--- src/hdl/lzwd_pkg.sv ---
// ============================================================================
// lzwd_pkg
// Shared types and constants of the LZ window decompressor.
// ============================================================================
package lzwd_pkg;

    localparam int LANES    = 4;
    localparam int LANE_W   = 2;
    localparam int CNT_W    = 3;
    localparam int WIN_DEPTH = 8192;
    localparam int WIN_AW   = 13;
    localparam int MCNT_W   = 9;

    typedef enum logic [3:0] {
        PH_CMD      = 4'd0,
        PH_CMD2     = 4'd1,
        PH_INL1     = 4'd2,
        PH_INL2     = 4'd3,
        PH_LIT      = 4'd4,
        PH_INL_OFF  = 4'd5,
        PH_FULL_LO  = 4'd6,
        PH_FULL_HI  = 4'd7,
        PH_FULL_EXT = 4'd8
    } phase_t;

    typedef enum logic [1:0] {
        CP_IDLE = 2'd0,
        CP_READ = 2'd1,
        CP_DATA = 2'd2,
        CP_PUSH = 2'd3
    } copy_state_t;

    typedef enum logic [1:0] {
        OP_LIT   = 2'd0,
        OP_MATCH = 2'd1,
        OP_END   = 2'd2
    } op_t;

    typedef struct packed {
        op_t               op;
        logic [WIN_AW-1:0] offset;
        logic [MCNT_W-1:0] count;
        logic [7:0]        lit;
    } cmd_t;

    typedef struct packed {
        logic [LANES-1:0][7:0] bytes;
        logic [CNT_W-1:0]      count;
        logic                  last;
        logic                  fin;
    } res_t;

endpackage

--- src/hdl/lzwd_cmd_queue.sv ---
// ============================================================================
// lzwd_cmd_queue
// Small register queue that decouples the parser from the copy engine.
// ============================================================================
module lzwd_cmd_queue #(
    parameter int DEPTH = 4
) (
    input  logic           clk,
    input  logic           rst_n,
    input  logic           wr,
    input  lzwd_pkg::cmd_t wdata,
    output logic           full,
    input  logic           rd,
    output logic           empty,
    output lzwd_pkg::cmd_t rdata
);

    localparam int PW = (DEPTH > 1) ? $clog2(DEPTH) : 1;
    localparam int CW = $clog2(DEPTH + 1);

    lzwd_pkg::cmd_t slot_reg [DEPTH];
    logic [PW-1:0]  wp_reg, wp_next;
    logic [PW-1:0]  rp_reg, rp_next;
    logic [CW-1:0]  cnt_reg, cnt_next;

    assign full  = (cnt_reg == CW'(DEPTH));
    assign empty = (cnt_reg == '0);
    assign rdata = slot_reg[rp_reg];

    always_comb
    begin
        wp_next  = wp_reg;
        rp_next  = rp_reg;
        cnt_next = cnt_reg;
        if (wr)
        begin
            wp_next = (wp_reg == PW'(DEPTH - 1)) ? '0 : wp_reg + PW'(1);
        end
        if (rd)
        begin
            rp_next = (rp_reg == PW'(DEPTH - 1)) ? '0 : rp_reg + PW'(1);
        end
        if (wr && !rd)
        begin
            cnt_next = cnt_reg + CW'(1);
        end
        else if (rd && !wr)
        begin
            cnt_next = cnt_reg - CW'(1);
        end
    end

    always_ff @(posedge clk)
    begin
        if (wr)
        begin
            slot_reg[wp_reg] <= wdata;
        end
    end

    always_ff @(posedge clk or negedge rst_n)
    begin
        if (!rst_n)
        begin
            wp_reg  <= '0;
            rp_reg  <= '0;
            cnt_reg <= '0;
        end
        else
        begin
            wp_reg  <= wp_next;
            rp_reg  <= rp_next;
            cnt_reg <= cnt_next;
        end
    end

    // The count can never pass the depth.
    a_cnt_bound: assert property (@(posedge clk) disable iff (!rst_n)
        cnt_reg <= CW'(DEPTH)) else $error("queue count out of range");

endmodule

--- config.mk ---
export PLATFORM = sky130hd
export DESIGN_NAME = lzwd_cmd_queue
export DESIGN_NICKNAME = d
export VERILOG_FILES = /design/src/hdl/lzwd_pkg.sv /design/src/hdl/lzwd_cmd_queue.sv
export SDC_FILE = /design/constraint.sdc
export NUM_CORES = 1
export LEC_CHECK = 0
export ABC_AREA = 0
export BUFFER_PORTS_ARGS = -buffer_cell sky130_fd_sc_hd__buf_2
export CORE_ASPECT_RATIO = 0.6
export CORE_MARGIN = 2
export CORE_UTILIZATION = 44
export CTS_BUF_LIST = sky130_fd_sc_hd__clkbuf_16
export CTS_CLUSTER_DIAMETER = 100
export CTS_CLUSTER_SIZE = 12
export DETAILED_ROUTE_END_ITERATION = 16
export SLEW_MARGIN = 0
export SYNTH_ARGS = -nofsm -noshare
export SYNTH_HDL_FRONTEND = slang
export SYNTH_SLANG_ARGS = --single-unit
--- constraint.sdc ---
create_clock -name clk -period 2.15 [get_ports clk]
set_input_delay 0.3225 -clock clk [delete_from_list [all_inputs] [get_ports clk]]
set_output_delay 0.3225 -clock clk [all_outputs]
set_load 0.1 [all_outputs]
---- Yosys cells after proc, flatten, opt, wreduce, memory -nomap -nowiden ----
Memories as Yosys holds them, arrays and structs flattened.
Index checks and enable logic that the tools add are counted.
word-level totals
  register bits ........................... 7
  bits in writable memories ............... 128
  input bits .............................. 36
  output and inout bits ................... 34
  logic and storage cells ................. 23
  memories ................................ 1
memories
  memory    depth  bits a word  rd ports  clocked after Yosys merged registers in  wr ports  line                  source
  slot_reg  4      32           1         0                                        1         lzwd_cmd_queue.sv:21  lzwd_pkg::cmd_t slot_reg [DEPTH];
operators by class
  add/sub/neg operators ................... 4
  equality and inequality tests ........... 3
  muxes and demuxes ....................... 6
  reduce and logical (&&, ||, !) cells .... 6
operators by type and width
  cell                 count
  $mux 3               2
  $add 2x1->2 const B  2
  $eq 2x2->1 const B   2
  $mux 2               2
  $add 3x1->3 const B  1
  $eq 3x3->1 const B   1
  $logic_not 3->1      1
  $sub 3x1->3 const B  1
  $logic_and 1x1->1    2
  $logic_not 1->1      2
  $mux 1               2
  $reduce_bool 2->1    1

---- Depth between registers and ports, before layout ----
  depth in word-level cells ............... 4
  gate-level depth with buffers ........... 7
  mapped depth without buffers ............ 7

---- Least setup slack after synthesis ----
No wires, ideal clock.
  path kind ............................... register -> output
  start ................................... register cnt_reg[0]
  end ..................................... output full
  arrival time ............................ 2.653 ns
  data required time ...................... 1.827 ns
  slack ................................... -0.825 ns
  cell stages (with the launch flop) ...... 2
  buffers on the path ..................... 0
  cell sequence ........................... dfrtp_1 -> nor3b_1
between the ends
  word-level cells in the longest chain between the ends .. 1
RTL lines
  item                    line                  source
  from (decl)             lzwd_cmd_queue.sv:24  logic [CW-1:0] cnt_reg, cnt_next;
  from (signal assigned)  lzwd_cmd_queue.sv:73  cnt_reg <= cnt_next;
  $eq 3x3->1              lzwd_cmd_queue.sv:26  assign full = (cnt_reg == CW'(DEPTH));
  to (decl)               lzwd_cmd_queue.sv:12  output logic full,
No other way between the ends.

==> flow_summary.rst <==
.. list-table::
   :header-rows: 1

   * - Metric
     - Value
   * - Post-Route Skew
     - about 11 ps
   * - Tot GR Track Use
     - 16.39%
   * - Share of synthesized area occupied by flip-flops and latches
     - around four fifths
   * - Latest clock arrival within the worst-skew pair
     - approximately 400 ps
   * - Final HPWL from detailed placement
     - 5.437 mm
   * - Nature of the critical path startpoint
     - flop
   * - Clock-pin slew on the worst setup and hold paths
     - 60 ps
   * - Initial antenna violation count
     - 0
   * - Final routed wirelength across all metal layers
     - 9.281 mm
   * - Worst setup margin
     - -49.05 ps
   * - Routability Congestion
     - ~0.7
   * - FF+latch count, synth
     - between 100 and 150
   * - Run status
     - finished, violations left
   * - Detailed-route wire length on metal 1
     - 4.573 mm
   * - Post-route worst hold slack
     - approximately 130 ps
   * - Element type at the critical path end
     - primary output
   * - Count of filler cells inserted in the layout
     - 801
   * - Global-route wire length before repair
     - between 10 and 15 mm
   * - Number of diodes
     - 0
   * - Buffers from clock root to sink, at most
     - 2
   * - Uppermost layer routed
     - met4
   * - Number of remaining DRC errors
     - 0
   * - Std-Cell Rows
     - 30
   * - Height of the die
     - 87.24 um
   * - Synthesized net count
     - around 250
   * - Top-level I/O count
     - 70
   * - Commonest cells after routing, fill and taps aside
     - sky130_fd_sc_hd__edfxtp_1, sky130_fd_sc_hd__buf_2, sky130_fd_sc_hd__mux4_2
   * - Req. time, crit path
     - 1830 ps
   * - Post-synthesis cell count
     - slightly above 200
   * - # port buffers
     - 69
   * - Count of synthesis-stage warnings from yosys
     - 0
   * - Combined area of the multi-input logic cells
     - 960.9 um^2
   * - Sum of overflow across all layers after global routing
     - 0
   * - Actual slew at the worst max-slew pin
     - between 400 and 500 ps
   * - Count of nets after finishing
     - ~340
   * - Die X
     - ~140 um
   * - Detail Route Antenna Nets
     - 0
   * - Period utilisation layout
     - 102.3%
   * - Distinct cell type count after synthesis
     - 20
   * - Violated checks
     - setup timing
   * - Detail Route met2 WL
     - around 4.2 mm
   * - Maximum frequency from static timing analysis
     - roughly 450 MHz
   * - Total number of vias
     - between 2,000 and 2,500
   * - Final setup violation count
     - 10
   * - Ratio of cells with drive above 1 in the final layout
     - between 40% and 50%
   * - Slowest cell on the critical path
     - sky130_fd_sc_hd__mux4_2
   * - Critical path's largest stage delay
     - about 560 ps
   * - Pins over their slew limit
     - 0
   * - Routed vias/inst
     - 5.133
   * - Iteration count of the initial detailed-routing pass
     - 4
   * - Buffers and inverters on the worst path
     - 3
   * - Number of clock sinks
     - ~140
   * - CTS tree
     - built
   * - Detail Route met3 WL
     - approximately 480 um
   * - Root Driver
     - sky130_fd_sc_hd__clkbuf_16
   * - Clock buffers created by TritonCTS
     - 17
   * - Rel. slew slack
     - between 60 and 70%
   * - Per-cell routed wire length
     - between 20 and 25 um
   * - Top Family by Delay on Critical Path
     - multiplexers
   * - Area occupied by registers
     - approximately 0.0040 mm^2
   * - Largest net degree at the start of global routing
     - 35
   * - Category of the critical setup timing path
     - reg2out
   * - Type of the tightest min-delay check
     - in2reg
   * - Count of routing violations after the opening detailed-route iteration
     - ~170
   * - Unrepaired setup endpoints after global routing
     - true
   * - Highest net fanout along the worst path
     - 5
   * - Vias in the first global route
     - about 2,500
   * - Final Instance Count excl. Fillers
     - 457
   * - Flip-flop count of the largest register after layout
     - approximately 130
   * - MaxCap Viol Count
     - 0
   * - Time the final worst path needs with I/O delays and setup
     - between 2000 and 2500 ps
   * - Critical path's most frequent cell
     - sky130_fd_sc_hd__buf_12
   * - Die outline area
     - ~0.012 mm^2
   * - Post-Syn Area per Cell
     - approximately 25 um^2
   * - Final Hold Violating Endpoints
     - 0
   * - Area growth syn-to-layout
     - 32.60%
   * - Post-Place Cells
     - 420
   * - Count of H-tree levels built during CTS
     - 4
   * - Placeable core area
     - around 0.011 mm^2
   * - Leading cell type in the layout, fill and taps excluded
     - sky130_fd_sc_hd__edfxtp_1
   * - List of cells traversed by the critical path
     - buf_12 -> buf_16 -> mux4_2 -> buf_12
   * - Synth Cell Area
     - 0.005081 mm^2
   * - Initial core utilization
     - between 40 and 50%
   * - Arrival time of data at the critical path endpoint
     - ~1900 ps
kinds of logic (layout without fill, tap and decap cells):
family,Yosys count,in the layout,synth area share (%)
simple gates,11,11,1.108
flops,135,135,79.09
buf+inv,12,120,2.068
mux,35,35,15.14
xor+xnor,3,3,0.5172
compound gates,2,2,0.1970
fa+ha+maj,7,7,1.871
stage by stage:
step	util, %	TNS [ps]	setup slack (ps)	instance area (um^2)
finish	59.83	-200.5	-49.05	6738
global route	59.83	-812.6	-91.44	6738
CTS	59.50	-360.0	-57.91	6700
detailed placement	52.22	0	324.3	5881
global placement	52.22	0	298.9	5881
floorplan	-	0	150.4	5091
worst paths after layout:
path | from | to | slack, ps | cells after the start
max | rp_reg[0] | rdata[17] | -50 | 4
min | wdata[3] | slot_reg[1][3] | 130 | 1
max reg2reg | wp_reg[1] | slot_reg[1][10] | 610 | 4
min reg2reg | cnt_reg[2] | cnt_reg[2] | 510 | 1
max in group asynchronous | rst_n | rp_reg[0] | 1670 | 2
min in group asynchronous | rst_n | cnt_reg[0] | 290 | 2
layer usage:
metal / track usage (%) / vias to the layer above
met5: 0 / -
met2: 23.21 / 71
met3: 4.783 / 4
met1: 24.22 / 1220
met4: 6.481 / 0
li1: - / 1051
cells in the mapped netlist:
| master | count | area share (%) |
|---|---|---|
| sky130_fd_sc_hd__and2_1 | 4 | 0.49 |
| sky130_fd_sc_hd__buf_12 | 3 | 1.2 |
| sky130_fd_sc_hd__buf_2 | 3 | 0.30 |
| sky130_fd_sc_hd__buf_6 | 1 | 0.22 |
| sky130_fd_sc_hd__clkbuf_1 | 1 | 0.074 |
| sky130_fd_sc_hd__dfrtp_1 | 7 | 3.4 |
| sky130_fd_sc_hd__edfxtp_1 | 128 | 76 |
| sky130_fd_sc_hd__fa_1 | 1 | 0.39 |
| sky130_fd_sc_hd__ha_1 | 6 | 1.5 |
| sky130_fd_sc_hd__inv_1 | 4 | 0.30 |
| sky130_fd_sc_hd__mux2_2 | 3 | 0.66 |
| sky130_fd_sc_hd__mux4_1 | 4 | 2.1 |
| sky130_fd_sc_hd__mux4_2 | 28 | 12 |
| sky130_fd_sc_hd__nand2_1 | 2 | 0.15 |
| sky130_fd_sc_hd__nor2_1 | 3 | 0.22 |
| sky130_fd_sc_hd__nor3_1 | 1 | 0.098 |
| sky130_fd_sc_hd__nor3b_1 | 1 | 0.15 |
| sky130_fd_sc_hd__o21ai_0 | 2 | 0.20 |
| sky130_fd_sc_hd__xnor2_1 | 1 | 0.17 |
| sky130_fd_sc_hd__xor2_1 | 2 | 0.34 |
final cells by class:
| type | count | share of cell area [%] |
|---|---|---|
| Inverter | 4 | 0.2228 |
| Multi-Input combinational cell | 58 | 14.26 |
| Clock buffer | 17 | 6.314 |
| Timing Repair Buffer | 84 | 13.39 |
| Tap cell | 144 | 2.674 |
| Sequential cell | 135 | 59.67 |
| Clock inverter | 15 | 3.473 |
repair_timing:
item                                   in CTS  in global routing
endpoints found under the hold margin       7                  0
resized for setup                          28                 14
setup endpoints to repair                  21                 31
buffers inserted                            2                  0
cloned                                      2                  0
hold buffers                                1                  0
Power is left out: the tool's default activity adds up to more than one toggle a clock period on the data nets, which glitch-free logic cannot reach.
