**config.mk**
```make
export PLATFORM = sky130hd
export DESIGN_NAME = lzwd_parser
export DESIGN_NICKNAME = d
export VERILOG_FILES = /design/src/hdl/lzwd_pkg.sv /design/src/hdl/lzwd_parser.sv
export SDC_FILE = /design/constraint.sdc
export NUM_CORES = 1
export LEC_CHECK = 0
export BUFFER_PORTS_ARGS = -buffer_cell sky130_fd_sc_hd__buf_2
export CAP_MARGIN = 20
export CELL_PAD_IN_SITES_DETAIL_PLACEMENT = 1
export CELL_PAD_IN_SITES_GLOBAL_PLACEMENT = 2
export CORE_MARGIN = 2
export CORE_UTILIZATION = 36
export CTS_CLUSTER_SIZE = 16
export DETAILED_ROUTE_END_ITERATION = 16
export PLACE_DENSITY = 0.79
export SLEW_MARGIN = 20
export SYNTH_ARGS = -nofsm -noshare
export SYNTH_HDL_FRONTEND = slang
export SYNTH_SLANG_ARGS = --single-unit
```
**constraint.sdc**
```tcl
create_clock -name clk -period 5.8 [get_ports clk]
set_input_delay 1.45 -clock clk [delete_from_list [all_inputs] [get_ports clk]]
set_output_delay 1.45 -clock clk [all_outputs]
set_load 0.01 [all_outputs]
```
**src/hdl/lzwd_pkg.sv**
```systemverilog
// ============================================================================
// lzwd_pkg
// Shared types and constants of the LZ window decompressor.
// ============================================================================
package lzwd_pkg;

    localparam int LANES    = 4;
    localparam int LANE_W   = 2;
    localparam int CNT_W    = 3;
    localparam int WIN_DEPTH = 8192;
    localparam int WIN_AW   = 13;
    localparam int MCNT_W   = 9;

    typedef enum logic [3:0] {
        PH_CMD      = 4'd0,
        PH_CMD2     = 4'd1,
        PH_INL1     = 4'd2,
        PH_INL2     = 4'd3,
        PH_LIT      = 4'd4,
        PH_INL_OFF  = 4'd5,
        PH_FULL_LO  = 4'd6,
        PH_FULL_HI  = 4'd7,
        PH_FULL_EXT = 4'd8
    } phase_t;

    typedef enum logic [1:0] {
        CP_IDLE = 2'd0,
        CP_READ = 2'd1,
        CP_DATA = 2'd2,
        CP_PUSH = 2'd3
    } copy_state_t;

    typedef enum logic [1:0] {
        OP_LIT   = 2'd0,
        OP_MATCH = 2'd1,
        OP_END   = 2'd2
    } op_t;

    typedef struct packed {
        op_t               op;
        logic [WIN_AW-1:0] offset;
        logic [MCNT_W-1:0] count;
        logic [7:0]        lit;
    } cmd_t;

    typedef struct packed {
        logic [LANES-1:0][7:0] bytes;
        logic [CNT_W-1:0]      count;
        logic                  last;
        logic                  fin;
    } res_t;

endpackage

```
**src/hdl/lzwd_parser.sv**
```systemverilog
// ============================================================================
// lzwd_parser
// Front end: walks the descriptor bits and turns stream bytes into commands.
// ============================================================================
module lzwd_parser (
    input  logic           clk,
    input  logic           rst_n,
    input  logic           in_take,
    input  logic [7:0]     in_byte,
    output logic           cmd_valid,
    output lzwd_pkg::cmd_t cmd
);

    typedef struct packed {
        lzwd_pkg::phase_t phase;
        logic [15:0]      desc;
        logic [4:0]       left;
        logic [1:0]       icb;
        logic [lzwd_pkg::MCNT_W-1:0] mcount;
    } bits_t;

    // Consumes descriptor bits while the parser sits in a bit phase; at most
    // four bits are ever taken before a byte phase is reached.
    function automatic bits_t run_bits(input bits_t s_in);
        bits_t s;
        logic  bit_v;
        s = s_in;
        for (int i = 0; i < 4; i++)
        begin
            if (s.left != 5'd0 && (s.phase == lzwd_pkg::PH_CMD || s.phase == lzwd_pkg::PH_CMD2
                || s.phase == lzwd_pkg::PH_INL1 || s.phase == lzwd_pkg::PH_INL2))
            begin
                bit_v  = s.desc[0];
                s.desc = {1'b0, s.desc[15:1]};
                s.left = s.left - 5'd1;
                unique case (s.phase)
                    lzwd_pkg::PH_CMD:
                        s.phase = bit_v ? lzwd_pkg::PH_LIT : lzwd_pkg::PH_CMD2;
                    lzwd_pkg::PH_CMD2:
                        s.phase = bit_v ? lzwd_pkg::PH_FULL_LO : lzwd_pkg::PH_INL1;
                    lzwd_pkg::PH_INL1:
                    begin
                        s.icb   = {bit_v, 1'b0};
                        s.phase = lzwd_pkg::PH_INL2;
                    end
                    default:
                    begin
                        s.icb    = {s.icb[1], bit_v};
                        s.mcount = {{(lzwd_pkg::MCNT_W-2){1'b0}}, s.icb}
                                   + lzwd_pkg::MCNT_W'(2);
                        s.phase  = lzwd_pkg::PH_INL_OFF;
                    end
                endcase
            end
        end
        return s;
    endfunction

    bits_t                       bits_reg, bits_next;
    logic [7:0]                  held_reg, held_next;
    logic                        held_v_reg, held_v_next;
    logic [lzwd_pkg::WIN_AW-1:0] dist_reg, dist_next;
    logic                        done_reg, done_next;

    // Next state.
    always_comb
    begin
        bits_t s;
        s           = bits_reg;
        held_next   = held_reg;
        held_v_next = held_v_reg;
        dist_next   = dist_reg;
        done_next   = done_reg;
        if (in_take && !done_reg)
        begin
            if (bits_reg.left == 5'd0)
            begin
                if (!held_v_reg)
                begin
                    held_next   = in_byte;
                    held_v_next = 1'b1;
                end
                else
                begin
                    s.desc      = {in_byte, held_reg};
                    s.left      = 5'd16;
                    held_v_next = 1'b0;
                    s           = run_bits(s);
                end
            end
            else
            begin
                case (bits_reg.phase)
                    lzwd_pkg::PH_INL_OFF:
                    begin
                        dist_next = {5'h1F, in_byte};
                        s.phase   = lzwd_pkg::PH_CMD;
                    end
                    lzwd_pkg::PH_FULL_LO:
                    begin
                        dist_next = {5'd0, in_byte};
                        s.phase   = lzwd_pkg::PH_FULL_HI;
                    end
                    lzwd_pkg::PH_FULL_HI:
                    begin
                        dist_next = {in_byte[7:3], dist_reg[7:0]};
                        s.phase   = (in_byte[2:0] != 3'd0) ? lzwd_pkg::PH_CMD
                                                           : lzwd_pkg::PH_FULL_EXT;
                    end
                    lzwd_pkg::PH_FULL_EXT:
                    begin
                        done_next = (in_byte == 8'd0);
                        s.phase   = lzwd_pkg::PH_CMD;
                    end
                    default:
                        s.phase = lzwd_pkg::PH_CMD;
                endcase
                if (!(bits_reg.phase == lzwd_pkg::PH_FULL_EXT && in_byte == 8'd0))
                begin
                    s = run_bits(s);
                end
            end
        end
        bits_next = s;
    end

    // Command output.
    always_comb
    begin
        cmd_valid  = 1'b0;
        cmd.op     = lzwd_pkg::OP_LIT;
        cmd.offset = dist_reg;
        cmd.count  = bits_reg.mcount;
        cmd.lit    = in_byte;
        if (in_take && !done_reg && bits_reg.left != 5'd0)
        begin
            case (bits_reg.phase)
                lzwd_pkg::PH_LIT:
                    cmd_valid = 1'b1;
                lzwd_pkg::PH_INL_OFF:
                begin
                    cmd_valid  = 1'b1;
                    cmd.op     = lzwd_pkg::OP_MATCH;
                    cmd.offset = {5'h1F, in_byte};
                end
                lzwd_pkg::PH_FULL_HI:
                begin
                    cmd_valid  = (in_byte[2:0] != 3'd0);
                    cmd.op     = lzwd_pkg::OP_MATCH;
                    cmd.offset = {in_byte[7:3], dist_reg[7:0]};
                    cmd.count  = {6'd0, in_byte[2:0]} + lzwd_pkg::MCNT_W'(2);
                end
                lzwd_pkg::PH_FULL_EXT:
                begin
                    cmd_valid = (in_byte != 8'd1);
                    cmd.op    = (in_byte == 8'd0) ? lzwd_pkg::OP_END : lzwd_pkg::OP_MATCH;
                    cmd.count = {1'b0, in_byte} + lzwd_pkg::MCNT_W'(1);
                end
                default:
                    cmd_valid = 1'b0;
            endcase
        end
    end

    always_ff @(posedge clk or negedge rst_n)
    begin
        if (!rst_n)
        begin
            bits_reg   <= '{phase: lzwd_pkg::PH_CMD, default: '0};
            held_reg   <= 8'd0;
            held_v_reg <= 1'b0;
            dist_reg   <= '0;
            done_reg   <= 1'b0;
        end
        else
        begin
            bits_reg   <= bits_next;
            held_reg   <= held_next;
            held_v_reg <= held_v_next;
            dist_reg   <= dist_next;
            done_reg   <= done_next;
        end
    end

endmodule

```
Word-level counts from Yosys, hierarchy flattened
Cells that the tools add are included.

Add/sub/neg operators: 17. $mul: 0. Divide/modulo/power cells: 0. Order comparisons: 0. Equality and inequality tests: 32. Shift operators: 0. Mux-type cells: 82. Bitwise operators: 3. Reductions and logical operators: 80.

Operators by type and width (number): 36-bit 2-to-1 mux (29); 9-bit 2-to-1 mux (8); 3-bit case mux with 3 select lines (8); 4-bit by 2-bit == test with 1-bit output, second input constant (16); 3-bit 2-to-1 mux (16); 13-bit case mux with 3 select lines (1); 2-bit case mux with 2 select lines (9); 5-bit nonzero test (7); 5-bit by 1-bit subtractor with 5-bit output, second input constant (7); 4-bit by 1-bit == test with 1-bit output, second input constant (8); 4-bit zero test (8); 13-bit case mux with 2 select lines (1); 2-bit by 2-bit adder with 3-bit output, second input constant (8); 1-bit logical OR (24); 24-bit 2-to-1 mux (1); 3-bit OR reduction (8); 2-bit OR reduction (10); 9-bit case mux with 2 select lines (1); 4-bit by 3-bit == test with 1-bit output, second input constant (4); 4-bit 2-to-1 mux (3); 3-bit AND reduction (4); 1-bit logical AND (10); 8-bit by 1-bit adder with 9-bit output, second input constant (1); 8-bit zero test (1); 15 further kinds (21).

Register bits: 59. Latch bits: 0. Bits in writable memories: 0. Bits in read-only memories: 0. Bits of input ports: 11. Output and inout port bits: 33. Logic and storage cells: 224. Memories kept: 0.

Logic depth before layout (Yosys ltp)
Gate-level depths: netlist of the first run.

Word-level depth: 40. Gate-level depth with buffers: 29. Mapped depth without buffers: 23.

Least setup slack after synthesis of the first run
No wires, ideal clock.

Path type: input-to-reg. From: input port in_byte[0]. To: register bits_reg[25] (netlist bit). Library setup time: 0.126 ns. Data arrival time: 6.175 ns. Data required time: 5.674 ns. Path slack: -0.501 ns. Stages: 27. Buffers on the path: 5. Path through: clkbuf_1 inv_1 ha_1 nand2b_4 buf_6 a21boi_4 nor2_1 xnor2_1 ha_1 o31ai_1 a211oi_4 a211oi_4 buf_2 xnor2_1 inv_1 ha_1 inv_1 o31a_1 buf_2 xnor2_1 ha_1 nor4b_2 nand3_2 and2_1 buf_2 a21o_1 a221o_1.

Cells in the longest elaborated chain, start to end: 40. Elaborated cells between the ends (all ways): 68. Classes of those cells: add/sub: 2; eq/ne: 13; mux: 26; reduce/logical: 27.

RTL lines: start: declaration (RTL line lzwd_parser.sv:9) `input logic [7:0] in_byte,`; 3-bit nonzero test (RTL line lzwd_parser.sv:107) `s.phase = (in_byte[2:0] != 3'd0) ? lzwd_pkg::PH_CMD`; 4-bit 2-to-1 mux (RTL line lzwd_parser.sv:107); 4-bit case mux with 2 select lines (RTL line lzwd_parser.sv:93) `case (bits_reg.phase)`; 4-bit 2-to-1 mux (RTL line lzwd_parser.sv:76) `if (bits_reg.left == 5'd0)`; 4-bit 2-to-1 mux (RTL line lzwd_parser.sv:74) `if (in_take && !done_reg)`; 4-bit by 1-bit == test with 1-bit output / 4-bit zero test (equally long branches) (RTL line lzwd_parser.sv:30, lzwd_parser.sv:36); 1-bit logical OR (RTL line lzwd_parser.sv:30) `if (s.left != 5'd0 && (s.phase == lzwd_pkg::PH_CMD || s.phase == lzwd_pkg::PH_CMD2`; 1-bit logical OR (2 in series) (RTL line lzwd_parser.sv:31) `|| s.phase == lzwd_pkg::PH_INL1 || s.phase == lzwd_pkg::PH_INL2))`; [... 22 more ...]; 36-bit 2-to-1 mux (RTL line lzwd_parser.sv:74); 4-bit by 1-bit == test with 1-bit output / 4-bit zero test (equally long branches) (RTL line lzwd_parser.sv:30); 1-bit logical OR (RTL line lzwd_parser.sv:30); 1-bit logical OR (2 in series) (RTL line lzwd_parser.sv:31); 1-bit logical AND (RTL line lzwd_parser.sv:30); 36-bit 2-to-1 mux (RTL line lzwd_parser.sv:30); 36-bit 2-to-1 mux (RTL line lzwd_parser.sv:118) `if (!(bits_reg.phase == lzwd_pkg::PH_FULL_EXT && in_byte == 8'd0))`; 36-bit 2-to-1 mux (RTL line lzwd_parser.sv:76); end signal: assignment (RTL line lzwd_parser.sv:177) `bits_reg <= bits_next;`; end: declaration (RTL line lzwd_parser.sv:59) `bits_t bits_reg, bits_next;`.

Parallel ways exist; a longest one is shown, timed or not. The select of a mux whose other input is x is not followed. A chain may end at the register's enable or synchronous reset.

Worst setup path in the final report of the first run
From: input port in_byte[1]. To: register bits_reg[25] (netlist bit).

The elaborated chain is that of the path after synthesis.

==> qor.yml, run 1 <==
path_buf_inv: 5
vias: 5910
fin_tns_setup_ps: 0
area_growth_pct: 16.5
r2r_cells: 18
largest_reg_flops: 35
viasPerCell: 5.89
wl_um: 20700
first_pass_iters: 5
max-cap-violations: 0
nets: 811
fin_crit_sh_pct: 95.1
clock-root-buffer: "clkbuf_16"
end_kind: "register"
die-area_um2: 17000
clock_skew_ps: 10.4
min_path_type: "reg2reg"
die_x_um: 130
cts.path.max_buffers: 2
dp_hpwl_um: 15600
status: "complete, no violations"
final_antenna_net_count: 0
synthCells: 752
clkTransAtPathRegs_ps: 50
grt_pass1_wl_um: 33400
ys_warn_count: 0
core-area_um2: 15700
ios: 44
most-common-layout-cells: "nand2_1, nor2_1, dfrtp_1, a21oi_1, buf_2"
grt_pass1_vias: 6072
fmax_mhz: 181
antenna_found_initial: 0
crit_end: "bits_reg[25]"
cts_tree: "yes"
synth_nets: 778
post_synth_num_cell_types: 79
timing.rr.start: "bits_reg[11]"
r2r_slack_ps: 700
path_common_cell: "ha_4"
crit_path_top_delay_cell: "mux2_2"
overflow: 0
diodes: 0
synth-seq-area-share_pct: 25.3
cpPeakStageDelay_ps: 410
hold_viol_final: 0
reg2reg_to: "bits_reg[25]"
startpoint_type: "input port"
clkLatencyLatePin_ps: 350
worst_pin_slew_ps: 810
place_congestion: 0.834
critical_path.startpoint: "in_byte[1]"
crit_fanout: 12
num-fill-cells: 1916
min_period_ps: 5520
post-route-util_pct: 42.6
numCtsBuffers: 9
final_common_cell: "nand2_1"
numClockSinks: 58
cts.htree.levels: 3
postSynth.asyncResetShare_pct: 100
start_util_pct: 36.6
portBuffers: 43
cp_top_family: "compound AO/OA/AOI/OAI gates"
rows: 46
dieHeight_um: 130
avgSynthCellArea_um2: 7.64
wl_per_cell_um: 20.6
multi_input_area_um2: 4050
final_max_slew_viol_count: 0
syn_area_um2: 5740
cp_num_cells: 25
critPathKind: "in2reg"
synth-main-ff-cell: "dfrtp_1"
drive_above_1_share_pct: 20.3
crit_arrival_ps: 5750
relSlewSlack_pct: 46.0
grt_use_total_pct: 25.4
rsz0062_at_grt: "no"
regArea_um2: 1450
required_ps: 6030
drcViolationCount: 0
hold_path_startpoint: "dist_reg[12]"
synth_edf_count: 0
grt_max_degree: 59
ys_ff_latch: 58
initialDrtViolationCount: 321
setup_viol: 0
[cells in the mapped netlist (5+ instances only)]
cell type / count / area share (%)
a2111oi_0: 5 / 0.76
a211oi_1: 18 / 2.4
a21o_1: 12 / 1.6
a21oi_1: 51 / 4.4
a221o_1: 8 / 1.4
a31oi_1: 30 / 3.3
and2_1: 5 / 0.54
buf_1: 7 / 0.46
buf_2: 13 / 1.1
buf_4: 11 / 1.4
clkbuf_1: 28 / 1.8
dfrtp_1: 58 / 25
ha_1: 14 / 3.1
inv_1: 20 / 1.3
mux2_2: 30 / 5.9
mux2i_1: 22 / 3.8
nand2_1: 94 / 6.1
nand2b_1: 11 / 1.2
nand3_1: 14 / 1.2
nor2_1: 83 / 5.4
nor2b_1: 18 / 2.0
nor3_1: 31 / 2.7
nor4_1: 5 / 0.54
o211ai_1: 10 / 1.3
o21ai_0: 40 / 3.5
o221ai_1: 5 / 0.76
o22ai_1: 9 / 0.98
o31ai_1: 6 / 0.78
or3_1: 6 / 0.65
xnor2_1: 15 / 2.3
[stage by stage]
step                worst slack [ps]  std cells  hold slack (ps)  area (µm²)
floorplan                      -34.2        752              450        5940
global placement                70.7        989              461        6380
detailed placement              -115        989              474        6380
CTS                              211       1003              486        6680
global route                    38.5       1004              521        6690
finish                           285       1004              483        6690
[per-layer routing]
| metal | vias up | routed length (µm) | global-route usage, % | part of all wire (%) |
|---|---|---|---|---|
| li1 | 2818 | - | - | - |
| met4 | 0 | 351 | 8.48 | 1.7 |
| met3 | 25 | 629 | 2.71 | 3.0 |
| met1 | 2952 | 9370 | 32.9 | 45 |
| met2 | 115 | 10400 | 44.1 | 50 |
| met5 | - | 0 | 0 | 0 |
[cells by family (layout without fill, tap and decap cells)]
group	after synthesis	count (layout)	synth area share, %
xor gates and xnor gates	16	16	2.44
and+or+nand+nor	290	290	23.9
DFF	58	58	25.3
muxes	54	54	10.1
buffers and inverters	84	120	6.78
AOI/OAI and AO/OA	235	235	28.1
adders and majority gates	15	15	3.40
[worst register-to-register path, delay by kind of cell (launching register included)]
family / cells / cell delay, ps
buffers and inverters: 4 / 810
AO/OA/AOI/OAI: 6 / 1690
adder cells (fa/ha/maj): 2 / 470
AND/OR/NAND/NOR: 5 / 1280
flip-flops: 1 / 550
XOR/XNOR: 1 / 180
[worst min-delay path by stage]
stage	endpoint	slack, ps	depth (start not counted)
floorplan	dist_reg[10]	450	1
global placement	dist_reg[12]	460	1
detailed placement	dist_reg[12]	470	1
CTS	done_reg	490	1
global route	dist_reg[11]	520	1
finish	dist_reg[12]	480	1
[cell type report]
class	instances	area share (%)
Multi-Input combinational cell	610	60.6
Sequential cell	58	21.7
Timing Repair Buffer	84	8.00
Tap cell	216	4.04
Clock buffer	11	3.78
Inverter	22	1.31
Clock inverter	3	0.598
[timing repair]
item                       CTS  global route
setup endpoints to repair    0             2
setup buffers                0             1
hold buffers                 0             0
resized for setup            0             1
Power of run 1 is not shown: default switching activity piles up to over one toggle a cycle in this logic, so the estimate is an artifact.
==> run 2: changes to the inputs <==
CORE_UTILIZATION = 33   (was 36)
PLACE_DENSITY = 0.86   (was 0.79)
clock period = 4.45 ns   (was 5.8 ns; I/O delays follow)
==> run 2 against run 1 <==
Effect of this change:
- the flow now finishes with violations (setup timing)
- clock skew barely moved
- non-clock buffer count rose by 89
- cell count is 10% higher
==> qor.yml, run 2 (same netlist as run 1, synthesis figures left out) <==
cts.path.max_buffers: 2
core-area_um2: 17200
max-cap-violations: 0
area_growth_pct: 35.3
cp_top_family: "compound AO/OA/AOI/OAI gates"
dp_hpwl_um: 16800
diodes: 0
numClockSinks: 58
crit_arrival_ps: 5000
place_inst: 1070
final_cells: 1105
startpoint_type: "input port"
cpPeakStageDelay_ps: 380
required_ps: 4670
drive_above_1_share_pct: 32.7
portBuffers: 43
crit_fanout: 5
cts.htree.levels: 3
clkLatencyLatePin_ps: 340
clock_skew_ps: 10.3
first_pass_iters: 4
r2r_cells: 22
ios: 44
fin_ws_ps: -328
rows: 48
die_x_um: 136
largest_reg_flops: 35
antenna_found_initial: 0
numCtsBuffers: 9
cp_num_cells: 25
viasPerCell: 5.95
clkTransAtPathRegs_ps: 60
final_max_slew_viol_count: 0
fmax_mhz: 209
min_period_ps: 4780
violations: "setup timing"
die-area_um2: 18500
most-common-layout-cells: "buf_4, nand2_1, nor2_1, dfrtp_1, a21oi_1"
critical_path.startpoint: "in_byte[1]"
path_buf_inv: 5
nets: 901
rsz0062_at_grt: "yes"
initialDrtViolationCount: 379
crit_path_top_delay_cell: "a221o_1"
critPathKind: "in2reg"
design_area_um2: 7770
worst_pin_slew_ps: 875
final_antenna_net_count: 0
end_kind: "register"
path_common_cell: "ha_4"
final_common_cell: "buf_4"
hold_path_startpoint: "dist_reg[8]"
relSlewSlack_pct: 41.2
timing.rr.start: "bits_reg[12]"
dieHeight_um: 136
r2r_slack_ps: 0
drcViolationCount: 0
start_util_pct: 33.4
min_path_cells: 1
num-fill-cells: 2141
hold_slack_ps: 482
fin_crit_sh_pct: 107
dp_slack_ps: -1010
grt_max_degree: 41
grt_pass1_vias: 6746
vias: 6571
setup_viol: 33
grt_pass1_wl_um: 36500
hold_viol_final: 0
wl_per_cell_um: 20.8
hold_buffers: 0
overflow: 0
wl_um: 23000
postPlaceCellArea_um2: 6990
grt_use_total_pct: 24.9
status: "finished, violations left"
place_congestion: 0.887
min_path_type: "reg2reg"
clock-root-buffer: "clkbuf_16"
cts_tree: "yes"
==> run 2: worst paths after layout <==
path,to
min in group asynchronous,bits_reg[5]
worst min register to register,dist_reg[8]
max in group asynchronous,bits_reg[12]
worst max register to register,bits_reg[2]
worst max-delay path,bits_reg[2]
worst min-delay path,dist_reg[8]
==> run 2: through the flow <==
step                TNS, ps  util (%)
detailed placement   -29540      40.7
global route         -13030      45.3
global placement     -22680      40.7
floorplan            -30080         -
CTS                   -5330      43.8
finish                -7150      45.3
==> run 2: repair_timing <==
item | 4_1_cts | 5_1_grt
setup endpoints to repair | 33 | 49
cloned | 1 | 0
pin swaps | 23 | 10
resized for setup | 46 | 29
buffers inserted | 7 | 11
==> run 2: worst reg2reg max path, delay by kind of cell, from the launching register on <==
family                   cells  cell delay (ps)
AO/OA/AOI/OAI                6             1050
AND/OR/NAND/NOR              5              850
adder cells (fa/ha/maj)      4              710
multiplexers                 2              660
buffers and inverters        4              490
flip-flops                   1              380
XOR/XNOR                     1              190
==> run 2: layer usage <==
| layer | part of all wire, % | GRT usage (%) |
|---|---|---|
| met1 | 42 | 31.1 |
| met2 | 51 | 44.7 |
| met3 | 4.0 | 2.68 |
| met4 | 2.7 | 8.28 |
| met5 | 0 | 0 |
==> run 2: final cells by class <==
type	count	area [µm²]	area share (%)
well taps	225	282	3.62
clock inverters	6	42.5	0.547
multi-input cells	611	4410	56.7
flip-flops and latches	58	1450	18.7
inverters	22	92.6	1.19
clock buffers	10	239	3.07
repair buffers	173	1260	16.2
Power of run 2 is left out for the same reason.
==> run 3: changes to the inputs <==
PLACE_DENSITY = 0.75   (was 0.86)
==> run 3 against run 2 <==
Effect of this change:
- the run still ends with setup timing left
- non-clock buffer count rose by 4
- global-route usage up 0.18 points
- cell count increased by 0.27%
- register-to-register slack worse by 50 ps
- worst setup slack worse by 82 ps
- via count shrank 3.1%
- clock skew increased by 1.5 ps
- wire length barely moved
- die area did not move
- hold slack gained 2.3 ps
- critical endpoint is now bits_reg[28]
- highest routed layer unchanged
==> qor.yml, run 3 (same netlist as run 1, synthesis figures left out) <==
cts.path.max_buffers: 2
hold_path_startpoint: "dist_reg[8]"
drcViolationCount: 0
end_kind: "register"
crit_fanout: 6
drt-met1-wl_um: 10100
core-area_um2: 17200
dr_wl_met2_um: 11900
timing.rr.start: "bits_reg[11]"
rsz0062_at_grt: "yes"
final_max_slew_viol_count: 0
vias: 6365
min_path_cells: 1
postPlaceCellArea_um2: 7030
wl_um: 23000
dr.max_layer_used: "met4"
portBuffers: 43
clock-root-buffer: "clkbuf_16"
grt_pass1_wl_um: 36300
overflow: 0
start_util_pct: 33.4
reg2reg_to: "bits_reg[28]"
numClockSinks: 58
die-area_um2: 18500
dp_slack_ps: -987
cts_tree: "yes"
wl_per_cell_um: 20.8
fin_tns_setup_ps: -9690
clock_skew_ps: 11.8
nets: 904
violations: "setup timing"
critPathKind: "in2reg"
fin_crit_sh_pct: 109
numCtsBuffers: 9
final_antenna_net_count: 0
final_common_cell: "buf_4"
initialDrtViolationCount: 405
crit_arrival_ps: 5120
startpoint_type: "input port"
area_growth_pct: 36.0
hold_viol_final: 0
cts.htree.levels: 3
most-common-layout-cells: "buf_4, nand2_1, nor2_1, dfrtp_1, a21oi_1"
grt_use_total_pct: 25.1
clkTransAtPathRegs_ps: 60
status: "finished, violations left"
r2r_slack_ps: -50
design_area_um2: 7810
setup_viol: 33
dieHeight_um: 136
max-cap-violations: 0
r2r_cells: 23
required_ps: 4710
first_pass_iters: 4
antenna_found_initial: 0
ios: 44
relSlewSlack_pct: 47.9
grt_max_degree: 41
clkLatencyLatePin_ps: 350
die_x_um: 136
viasPerCell: 5.74
largest_reg_flops: 35
place_congestion: 0.899
hold_buffers: 0
drive_above_1_share_pct: 33.2
grt_pass1_vias: 6691
min_path_type: "reg2reg"
min_to: "dist_reg[8]"
dp_hpwl_um: 17100
fin_ws_ps: -409
worst_pin_slew_ps: 779
fmax_mhz: 206
diodes: 0
min_period_ps: 4860
wl_met3_um: 542
rows: 48
## run 3: final cells by class
class	count	area, µm²
fill	2084	9370
multi-input combinational	610	4410
sequential	58	1450
timing repair buffer	177	1290
tap	225	282
clock buffer	13	240
inverter	22	90.1
clock inverter	3	40.0
## run 3: worst max path at each step
| stage | startpoint | to | cells past startpoint |
|---|---|---|---|
| floorplan | in_byte[0] | bits_reg[25] | 27 |
| global placement | in_byte[1] | bits_reg[20] | 25 |
| detailed placement | in_byte[1] | bits_reg[20] | 25 |
| CTS | in_byte[0] | bits_reg[1] | 25 |
| global route | in_byte[0] | bits_reg[28] | 26 |
| finish | in_byte[0] | bits_reg[28] | 26 |
## run 3: routing by layer
metal | global-route usage, % | vias to the layer above
li1 | - | 2997
met1 | 31.6 | 3222
met2 | 45.1 | 112
met3 | 3.02 | 34
met4 | 7.18 | 0
met5 | 0 | -
## run 3: through the flow
step / hold WS [ps] / instances / utilization (%)
floorplan: 450 / 752 / -
global placement: 461 / 1074 / 40.9
detailed placement: 474 / 1074 / 40.9
CTS: 491 / 1103 / 44.5
global route: 514 / 1108 / 45.5
finish: 485 / 1108 / 45.5
## run 3: repair_timing
item / CTS / global route
buffers inserted: 14 / 9
gates resized for setup: 53 / 27
setup endpoints to repair: 33 / 39
pin swaps: 28 / 27
## run 3: worst max-delay path, cell delays in order
cell and delay (ps):
buf_8 80, inv_6 30, ha_4 160, nand2b_4 90, a21boi_4 70, nor2_4 240
nand2_2 120, o21ai_4 90, ha_4 170, o31ai_4 80, a211oi_4 280, a211oi_4 70
buf_4 150, mux2_4 210, ha_4 130, inv_2 30, o31a_1 330, buf_6 150
xnor2_4 180, ha_4 160, nor4b_4 200, nand3_2 190, nand2_4 200, buf_6 150
mux2_4 290, o211ai_1 160
Power of run 3 is left out for the same reason.
